File: src/rtl/core/lss_pkg.sv
// ----------------------------------------------------------------------------
// lss_pkg
// shared types and codes of the lottery slot scheduler
// ----------------------------------------------------------------------------
package lss_pkg;

	localparam int OPC_W    = 2;
	localparam int TICKET_W = 16;
	localparam int THREAD_W = 8;
	localparam int RAND_W   = 32;
	localparam int STAT_W   = 2;
	localparam int CNT_W    = $clog2(RAND_W);

	// opcodes on the command channel
	localparam logic [OPC_W-1:0] OP_ADMIT  = 2'd0;
	localparam logic [OPC_W-1:0] OP_FINISH = 2'd1;
	localparam logic [OPC_W-1:0] OP_TICK   = 2'd2;

	// decoded command kinds
	localparam logic [1:0] KIND_ADMIT  = 2'd0;
	localparam logic [1:0] KIND_FINISH = 2'd1;
	localparam logic [1:0] KIND_TICK   = 2'd2;
	localparam logic [1:0] KIND_NOP    = 2'd3;

	// result status codes
	localparam logic [STAT_W-1:0] ST_OK         = 2'd0;
	localparam logic [STAT_W-1:0] ST_NO_SLOT    = 2'd1;
	localparam logic [STAT_W-1:0] ST_NO_TICKETS = 2'd2;

	// per-slot state
	localparam logic [1:0] SS_EMPTY    = 2'd0;
	localparam logic [1:0] SS_READY    = 2'd1;
	localparam logic [1:0] SS_RUNNING  = 2'd2;
	localparam logic [1:0] SS_FINISHED = 2'd3;

	typedef struct packed {
		logic [1:0]          kind;
		logic [TICKET_W-1:0] tickets;
		logic [THREAD_W-1:0] thread;
		logic [RAND_W-1:0]   rnd;
	} cmd_t;

endpackage

File: src/rtl/core/lss_res_if.sv
// ----------------------------------------------------------------------------
// lss_res_if
// result channel: valid/ready with chosen slot, thread, switch flag and status
// ----------------------------------------------------------------------------
interface lss_res_if import lss_pkg::*; #(
	parameter int SLOT_W = 3
);
	logic                valid;
	logic                ready;
	logic [SLOT_W-1:0]   chosen_slot;
	logic [THREAD_W-1:0] chosen_thread;
	logic                switched;
	logic [STAT_W-1:0]   status;

	modport source (output valid, chosen_slot, chosen_thread, switched, status,
		input ready);
	modport sink (input valid, chosen_slot, chosen_thread, switched, status,
		output ready);
	modport mon (input valid, ready, chosen_slot, chosen_thread, switched, status);
endinterface

File: src/rtl/core/lss_back.sv
// ----------------------------------------------------------------------------
// lss_back
// slot table and draw sequencer: serial ticket sum, bit-serial modulo, serial
// winner scan, then the result register
// ----------------------------------------------------------------------------
module lss_back import lss_pkg::*; #(
	parameter int SLOTS = 5
) (
	input  logic    clk,
	input  logic    arst_n,
	input  logic    q_valid,
	input  cmd_t    q_cmd,
	output logic    q_pop,
	lss_res_if.source res
);

	localparam int SLOT_W = $clog2(SLOTS + 1);
	localparam int SI_W   = (SLOTS > 1) ? $clog2(SLOTS) : 1;
	localparam int TOT_W  = TICKET_W + ((SLOTS > 1) ? $clog2(SLOTS) : 0);
	localparam logic [SI_W-1:0] LAST = SI_W'(SLOTS - 1);

	localparam logic [2:0] S_IDLE  = 3'd0;
	localparam logic [2:0] S_EXEC  = 3'd1;
	localparam logic [2:0] S_SUM   = 3'd2;
	localparam logic [2:0] S_DIV   = 3'd3;
	localparam logic [2:0] S_SCAN  = 3'd4;
	localparam logic [2:0] S_APPLY = 3'd5;
	localparam logic [2:0] S_RESP  = 3'd6;

	logic [2:0]          state_q;
	cmd_t                cmd_q;

	logic [1:0]          slot_status_q [SLOTS];
	logic [TICKET_W-1:0] slot_tickets_q [SLOTS];
	logic [THREAD_W-1:0] slot_thread_q [SLOTS];

	logic [SLOT_W-1:0]   run_q;
	logic                run_valid_q;
	logic [THREAD_W-1:0] run_thread_q;
	logic [SLOT_W-1:0]   before_q;
	logic [STAT_W-1:0]   stat_q;

	logic [SI_W-1:0]     idx_q;
	logic [SI_W-1:0]     win_q;
	logic [TOT_W-1:0]    acc_q;
	logic [TOT_W-1:0]    total_q;
	logic [TOT_W-1:0]    rem_q;
	logic [RAND_W-1:0]   dvd_q;
	logic [CNT_W-1:0]    cnt_q;

	logic                res_valid_q;
	logic [SLOT_W-1:0]   res_slot_q;
	logic [THREAD_W-1:0] res_thread_q;
	logic                res_switched_q;
	logic [STAT_W-1:0]   res_status_q;

	logic [SI_W-1:0]     run_idx;
	logic [SLOTS-1:0]    adm_sel;
	logic                adm_found;
	logic                adm_en;
	logic                fin_en;
	logic                promote;
	logic                demote;
	logic [TOT_W-1:0]    sum_w;
	logic [TOT_W:0]      shifted;
	logic                ge;
	logic [TOT_W:0]      draw_r;
	logic                hit;
	logic                out_free;
	logic [SLOT_W-1:0]   shown;

	assign run_idx  = SI_W'(run_q - SLOT_W'(1));
	assign adm_en   = (state_q == S_EXEC) && (cmd_q.kind == KIND_ADMIT);
	assign fin_en   = (state_q == S_EXEC) && (cmd_q.kind == KIND_FINISH) && run_valid_q;
	assign promote  = (state_q == S_APPLY);
	assign demote   = promote && run_valid_q && (win_q != run_idx);
	assign sum_w    = acc_q + TOT_W'(slot_tickets_q[idx_q]);
	assign shifted  = {rem_q, dvd_q[RAND_W-1]};
	assign ge       = (shifted >= {1'b0, total_q});
	assign draw_r   = {1'b0, rem_q} + (TOT_W + 1)'(1);
	assign hit      = (slot_status_q[idx_q] != SS_EMPTY) && (draw_r <= {1'b0, sum_w});
	assign out_free = !res_valid_q || res.ready;
	assign shown    = run_valid_q ? run_q : '0;
	assign q_pop    = (state_q == S_IDLE) && q_valid;

	// first empty or finished slot
	always_comb begin
		logic found;
		found   = 1'b0;
		adm_sel = '0;
		for (int i = 0; i < SLOTS; i++) begin
			if (!found && (slot_status_q[i] == SS_EMPTY ||
					slot_status_q[i] == SS_FINISHED)) begin
				adm_sel[i] = 1'b1;
				found      = 1'b1;
			end
		end
		adm_found = found;
	end

	// slot table
	always_ff @(posedge clk or negedge arst_n) begin
		if (!arst_n) begin
			for (int i = 0; i < SLOTS; i++) begin
				slot_status_q[i]  <= SS_EMPTY;
				slot_tickets_q[i] <= '0;
				slot_thread_q[i]  <= '0;
			end
		end else begin
			for (int i = 0; i < SLOTS; i++) begin
				if (adm_en && adm_sel[i]) begin
					slot_status_q[i]  <= SS_READY;
					slot_tickets_q[i] <= cmd_q.tickets;
					slot_thread_q[i]  <= cmd_q.thread;
				end else if (fin_en && run_idx == SI_W'(i)) begin
					slot_status_q[i]  <= SS_FINISHED;
					slot_tickets_q[i] <= '0;
				end else if (promote && win_q == SI_W'(i)) begin
					slot_status_q[i] <= SS_RUNNING;
				end else if (demote && run_idx == SI_W'(i)) begin
					slot_status_q[i] <= SS_READY;
				end
			end
		end
	end

	// sequencer
	always_ff @(posedge clk or negedge arst_n) begin
		if (!arst_n) begin
			state_q      <= S_IDLE;
			run_q        <= SLOT_W'(1);
			run_valid_q  <= 1'b0;
			run_thread_q <= '0;
			before_q     <= '0;
			stat_q       <= ST_OK;
			idx_q        <= '0;
			win_q        <= '0;
			acc_q        <= '0;
			total_q      <= '0;
			rem_q        <= '0;
			dvd_q        <= '0;
			cnt_q        <= '0;
			cmd_q        <= '0;
		end else begin
			case (state_q)
				S_IDLE: begin
					if (q_valid) begin
						cmd_q    <= q_cmd;
						before_q <= shown;
						state_q  <= S_EXEC;
					end
				end
				S_EXEC: begin
					idx_q  <= '0;
					acc_q  <= '0;
					case (cmd_q.kind)
						KIND_ADMIT: begin
							stat_q  <= adm_found ? ST_OK : ST_NO_SLOT;
							state_q <= S_RESP;
						end
						KIND_FINISH: begin
							stat_q <= ST_OK;
							if (run_valid_q) begin
								run_valid_q <= 1'b0;
							end
							state_q <= S_SUM;
						end
						KIND_TICK: begin
							stat_q  <= ST_OK;
							state_q <= S_SUM;
						end
						default: begin
							stat_q  <= ST_OK;
							state_q <= S_RESP;
						end
					endcase
				end
				S_SUM: begin
					acc_q <= sum_w;
					idx_q <= idx_q + SI_W'(1);
					if (idx_q == LAST) begin
						total_q <= sum_w;
						rem_q   <= '0;
						dvd_q   <= cmd_q.rnd;
						cnt_q   <= '0;
						if (sum_w == '0) begin
							stat_q  <= ST_NO_TICKETS;
							state_q <= S_RESP;
						end else begin
							state_q <= S_DIV;
						end
					end
				end
				S_DIV: begin
					rem_q <= ge ? TOT_W'(shifted - {1'b0, total_q}) : TOT_W'(shifted);
					dvd_q <= {dvd_q[RAND_W-2:0], 1'b0};
					cnt_q <= cnt_q + CNT_W'(1);
					if (cnt_q == CNT_W'(RAND_W - 1)) begin
						idx_q   <= '0;
						acc_q   <= '0;
						state_q <= S_SCAN;
					end
				end
				S_SCAN: begin
					acc_q <= sum_w;
					idx_q <= idx_q + SI_W'(1);
					if (hit) begin
						win_q   <= idx_q;
						state_q <= S_APPLY;
					end else if (idx_q == LAST) begin
						win_q   <= '0;
						state_q <= S_APPLY;
					end
				end
				S_APPLY: begin
					run_q        <= SLOT_W'(win_q) + SLOT_W'(1);
					run_valid_q  <= 1'b1;
					run_thread_q <= slot_thread_q[win_q];
					state_q      <= S_RESP;
				end
				S_RESP: begin
					if (out_free) begin
						state_q <= S_IDLE;
					end
				end
				default: begin
					state_q <= S_IDLE;
				end
			endcase
		end
	end

	// result register
	always_ff @(posedge clk or negedge arst_n) begin
		if (!arst_n) begin
			res_valid_q <= 1'b0;
		end else if (state_q == S_RESP && out_free) begin
			res_valid_q <= 1'b1;
		end else if (res.ready) begin
			res_valid_q <= 1'b0;
		end
	end

	always_ff @(posedge clk) begin
		if (state_q == S_RESP && out_free) begin
			res_slot_q     <= shown;
			res_thread_q   <= run_valid_q ? run_thread_q : '0;
			res_switched_q <= (shown != before_q);
			res_status_q   <= stat_q;
		end
	end

	assign res.valid         = res_valid_q;
	assign res.chosen_slot   = res_slot_q;
	assign res.chosen_thread = res_thread_q;
	assign res.switched      = res_switched_q;
	assign res.status        = res_status_q;

endmodule

File: src/flat_wrapper.sv
// flat-port wrapper written by rule: the top's interface ports become plain ports
module lss_back_flat import lss_pkg::*;
#(
	parameter int SLOTS = 5
)
  (clk, arst_n, q_valid, q_cmd, q_pop, res_valid, res_chosen_slot, res_chosen_thread, res_switched, res_status, res_ready);
  lss_res_if res_i ();
  input  logic clk;
  input  logic arst_n;
  input  logic q_valid;
  input  cmd_t q_cmd;
  output logic q_pop;
  output wire logic [$bits(res_i.valid)-1:0] res_valid;
  output wire logic [$bits(res_i.chosen_slot)-1:0] res_chosen_slot;
  output wire logic [$bits(res_i.chosen_thread)-1:0] res_chosen_thread;
  output wire logic [$bits(res_i.switched)-1:0] res_switched;
  output wire logic [$bits(res_i.status)-1:0] res_status;
  input wire logic [$bits(res_i.ready)-1:0] res_ready;
  assign res_valid = res_i.valid;
  assign res_chosen_slot = res_i.chosen_slot;
  assign res_chosen_thread = res_i.chosen_thread;
  assign res_switched = res_i.switched;
  assign res_status = res_i.status;
  assign res_i.ready = res_ready;
  lss_back #(.SLOTS(SLOTS)) u_core (.clk(clk), .arst_n(arst_n), .q_valid(q_valid), .q_cmd(q_cmd), .q_pop(q_pop), .res(res_i));
endmodule
File: config.mk
export PLATFORM = sky130hd
export DESIGN_NAME = lss_back_flat
export DESIGN_NICKNAME = d
export VERILOG_FILES = /design/src/rtl/core/lss_pkg.sv /design/src/rtl/core/lss_res_if.sv /design/src/rtl/core/lss_back.sv /design/src/flat_wrapper.sv
export SDC_FILE = /design/constraint.sdc
export NUM_CORES = 1
export LEC_CHECK = 0
export BUFFER_PORTS_ARGS = -buffer_cell sky130_fd_sc_hd__buf_2
export CORE_MARGIN = 5
export CORE_UTILIZATION = 47
export CTS_CLUSTER_DIAMETER = 200
export DETAILED_ROUTE_END_ITERATION = 6
export PLACE_DENSITY = 0.64
export SYNTH_ARGS = -nofsm -noshare
export SYNTH_HDL_FRONTEND = slang
export SYNTH_SLANG_ARGS = --single-unit
File: constraint.sdc
create_clock -name clk -period 7.32 [get_ports clk]
set_input_delay 0.366 -clock clk [delete_from_list [all_inputs] [get_ports clk]]
set_output_delay 0.366 -clock clk [all_outputs]
set_load 0.02 [all_outputs]
==> flow_metrics.py <==
metrics = {
    "run_status": {
        "status": "finished clean",
    },
    "power": {
        "power_density_mw_per_mm2": 445,
        "leakage_uw": 0.00865,
        "ir_worst_vdd_uv": 258,
        "p_int_uw": 4910,
        "switchingPower_uw": 3390,
        "clockPowerShare_pct": 22.2,
        "combPwrFrac_pct": 41.8,
        "p_seq_share_pct": 36.0,
        "switching_share_pct": 40.9,
    },
    "timing": {
        "slew_headroom_pct": 28.8,
        "skew_ps": 16.5,
        "setup_violations": 0,
        "period_share_pct": 78.3,
        "final.min_clock_period_ps": 5730,
        "fin_setup_tns_ps": 0,
        "fmax_mhz": 175,
        "finalHoldViolCount": 0,
        "hold_ws_ps": 22.8,
        "maxSlewViolCount": 0,
        "worstMarginPinSlew_ps": 1060,
        "rsz0062_at_grt": "false",
        "fin_ws_ps": 1590,
    },
    "clock_tree": {
        "cts_setup_buffers": 0,
        "clk_pin_slew_ps": 60,
        "clk_latency_ps": 530,
        "root_buffer": "clkbuf_16",
        "h-tree-depth": 2,
        "cts_buffer_depth": 3,
        "cts_sinks": 323,
        "cts_resized": 0,
        "cts_buffers": 36,
        "tritoncts": "built",
    },
    "yosys": {
        "synth_top_cell_area_share_pct": 46.4,
        "netlist_instances": 1701,
        "yosysSeqAreaShare_pct": 49.1,
        "yosys.area.top_type": "dfrtp_1",
        "synthesis.area_sq_mm": 0.0166,
        "synth_ff_type": "dfrtp_1",
        "async_flop_share_pct": 95.7,
        "synth_area_leaders": "dfrtp_1, nand2_1, ha_1",
        "synth_nets": 1836,
        "postSynthAreaPerCell_sq_um": 9.77,
        "post_synth_num_cell_types": 78,
        "ys_warn_count": 0,
        "synth_edf_count": 14,
        "ys_ff_latch": 323,
    },
    "drt": {
        "drc": 0,
        "vias": 12900,
        "wl_microns": 41700,
        "dr.pass1.iters": 5,
        "antenna_left": 0,
        "viasPerCell": 5.78,
        "wire_per_inst_microns": 18.8,
        "drtIter0Drc": 962,
    },
    "die": {
        "die_x_microns": 198,
        "die_height_microns": 198,
        "dieArea_sq_mm": 0.0392,
        "rows": 68,
        "ios": 78,
        "start_util_pct": 47.9,
        "core_area_sq_mm": 0.0347,
    },
    "worst_setup_path": {
        "slowest_stage": "dfrtp_1",
        "arrival_ps": 6130,
        "reg2reg_setup_slack_ps": 1590,
        "crit_type": "reg -> reg",
        "r2r_start": "u_core.idx_q[2]$_DFFE_PN0P_",
        "critical-path-max-stage-delay_ps": 820,
        "rr_worst_depth": 18,
        "path_max_fanout": 16,
        "timing.rr.end": "u_core.win_q[2]$_DFFE_PN0P_",
        "critPathBufInv": 0,
        "startpoint_type": "flip-flop",
        "endpoint_kind": "flip-flop",
        "path_cells": "nand2b_1 > o22ai_1 > ha_1 > fa_1 > a211oi_4 > o211ai_2 > a2111oi_2 > or3_1 > xor2_2 > ha_1 > nand4_1 > o21bai_1 > a211oi_1 > o21bai_1 > a221oi_1 > o21ai_0 > mux2_2 > o22a_1",
        "crit_family": "compound AO/OA/AOI/OAI gates",
        "critPathRequiredTime_ps": 7720,
    },
    "min_path": {
        "worstHoldPathType": "in -> reg",
        "hold_end": "u_core.cmd_q[51]$_DFFE_PN0P_",
        "whs_path_depth": 3,
        "worstHoldStart": "q_cmd[51]",
    },
    "placed_design": {
        "hpwl_microns": 27400,
        "placedInstanceArea_sq_mm": 0.0174,
        "dp.cells": 2158,
        "portBuffers": 77,
        "place_ws_ps": 1660,
        "gp_congestion": 0.893,
    },
    "global_route": {
        "grt_first_pass_wirelength_microns": 68900,
        "grt_pass1_vias": 12800,
        "antenna_found_initial": 0,
        "grt_use_total_pct": 21.5,
        "overflow": 0,
        "grt_max_degree": 166,
    },
    "run": {
        "cap_violations": 0,
    },
    "finish": {
        "nFillCells": 3152,
        "layout_commonest_cell": "nand2_1",
        "nets": 1877,
        "drive_gt1_share_pct": 13.6,
        "antenna_cells": 0,
        "syn2layout_area_growth_pct": 12.2,
        "final_cell_mix": "nand2_1, dfrtp_1, nor2_1, a22o_1, o21ai_0",
        "design_area_sq_mm": 0.0187,
        "final_cells": 2224,
    },
}
synth_stat cells (all sizes together), types with 3 or more instances:
master and instances:
a21oi 52, a221oi 9, nand2b 10, xnor2 30, nor3 19, nand4 14
xor2 26, nor3b 6, buf 15, o21ba 3, nand2 364, o2111ai 4
o2bb2ai 5, mux2i 34, nor2b 15, clkbuf 79, ha 71, a31oi 42
edfxtp 14, inv 53, and3 11, a21o 7, or2 4, nand3 40
o31ai 6, a22o 82, or3 4, o21ai 80, and2 9, nor2 119
o21bai 4, a211oi 9, or4 3, o22ai 16, dfrtp 308, and4 3
mux2 41, o211ai 45, mux4 8
timing repair:
item | 4_1_cts | 5_1_grt
hold buffers | 1 | 0
setup endpoints to repair | 0 | 0
hold endpoints to repair | 99 | 0
through the flow:
stage | total power [uW] | utilization [%]
5_1_grt | 8950 | 53.7
2_1_floorplan | 5490 | -
4_1_cts | 8340 | 53.7
3_3_place_gp | 6350 | 50.2
3_5_place_dp | 6450 | 50.2
6_report | 8300 | 53.7
sequential cells by signal (all words and copies together), names as in the netlist:
signal,count
u_core.before_q,3
u_core.win_q,3
u_core.res.chosen_thread,8
u_core.cnt_q,5
u_core.idx_q,3
u_core.slot_tickets_q,80
u_core.acc_q,19
u_core.run_thread_q,8
u_core.stat_q,2
u_core.state_q,3
u_core.dvd_q,32
u_core.res.switched,1
u_core.run_valid_q,1
u_core.res.valid,1
u_core.slot_thread_q,40
u_core.slot_status_q,10
u_core.rem_q,19
u_core.run_q,3
u_core.cmd_q,58
u_core.res.chosen_slot,3
u_core.res.status,2
u_core.total_q,19
worst max path at each step:
stage	startpoint	depth (start not counted)	slack (ps)	to
floorplan	u_core.idx_q[2]$_DFFE_PN0P_	22	2110	u_core.win_q[2]$_DFFE_PN0P_
global placement	u_core.idx_q[2]$_DFFE_PN0P_	18	1760	u_core.win_q[2]$_DFFE_PN0P_
detailed placement	u_core.idx_q[2]$_DFFE_PN0P_	18	1660	u_core.win_q[2]$_DFFE_PN0P_
CTS	u_core.idx_q[2]$_DFFE_PN0P_	18	1580	u_core.win_q[2]$_DFFE_PN0P_
global route	u_core.idx_q[2]$_DFFE_PN0P_	19	1210	u_core.win_q[2]$_DFFE_PN0P_
finish	u_core.idx_q[2]$_DFFE_PN0P_	18	1590	u_core.win_q[2]$_DFFE_PN0P_
area by class of cell:
type,instances,area (sq um),share of cell area [%]
Clock buffer,57,1110,5.96
Inverter,54,203,1.09
Timing Repair Buffer,97,561,3.01
Clock inverter,8,105,0.563
Sequential cell,323,8150,43.7
Tap cell,455,569,3.05
Multi-Input combinational cell,1230,7950,42.6
worst reg2reg max path, delay by kind of cell (launching register included):
kind	cells	cell delay (ps)
AOI/OAI and AO/OA	10	2300
adders and majority gates	3	1010
and+or+nand+nor	3	940
DFF	1	820
muxes	1	320
xor gates and xnor gates	1	230
power by group through the flow:
stage          registers [uW]  logic [uW]  clock network (uW)
2_1_floorplan            2780        2710                   0
3_3_place_gp             2990        3360                   0
3_5_place_dp             3000        3450                   0
4_1_cts                  2980        3470                1890
5_1_grt                  3070        3920                1960
6_report                 2990        3470                1840
kinds of logic (layout without fill, tap and decap cells):
group / Yosys count / count (layout) / share of synthesized area (%)
muxes: 83 / 83 / 5.91
adders and majority gates: 73 / 73 / 5.59
buffers and inverters: 148 / 216 / 3.43
AOI/OAI and AO/OA: 386 / 386 / 16.5
DFF: 323 / 323 / 49.1
xor gates and xnor gates: 56 / 56 / 3.00
and+or+nand+nor: 632 / 632 / 16.5
per-layer routing:
layer  GRT usage, %  vias up  routed length [microns]
met2           34.1      324                    19200
met3           3.45       63                     2010
li1               -     6092                        -
met4           5.56        0                      921
met1           31.2     6383                    19600
met5              0        -                        0
Power figures use the tool's default switching activity.
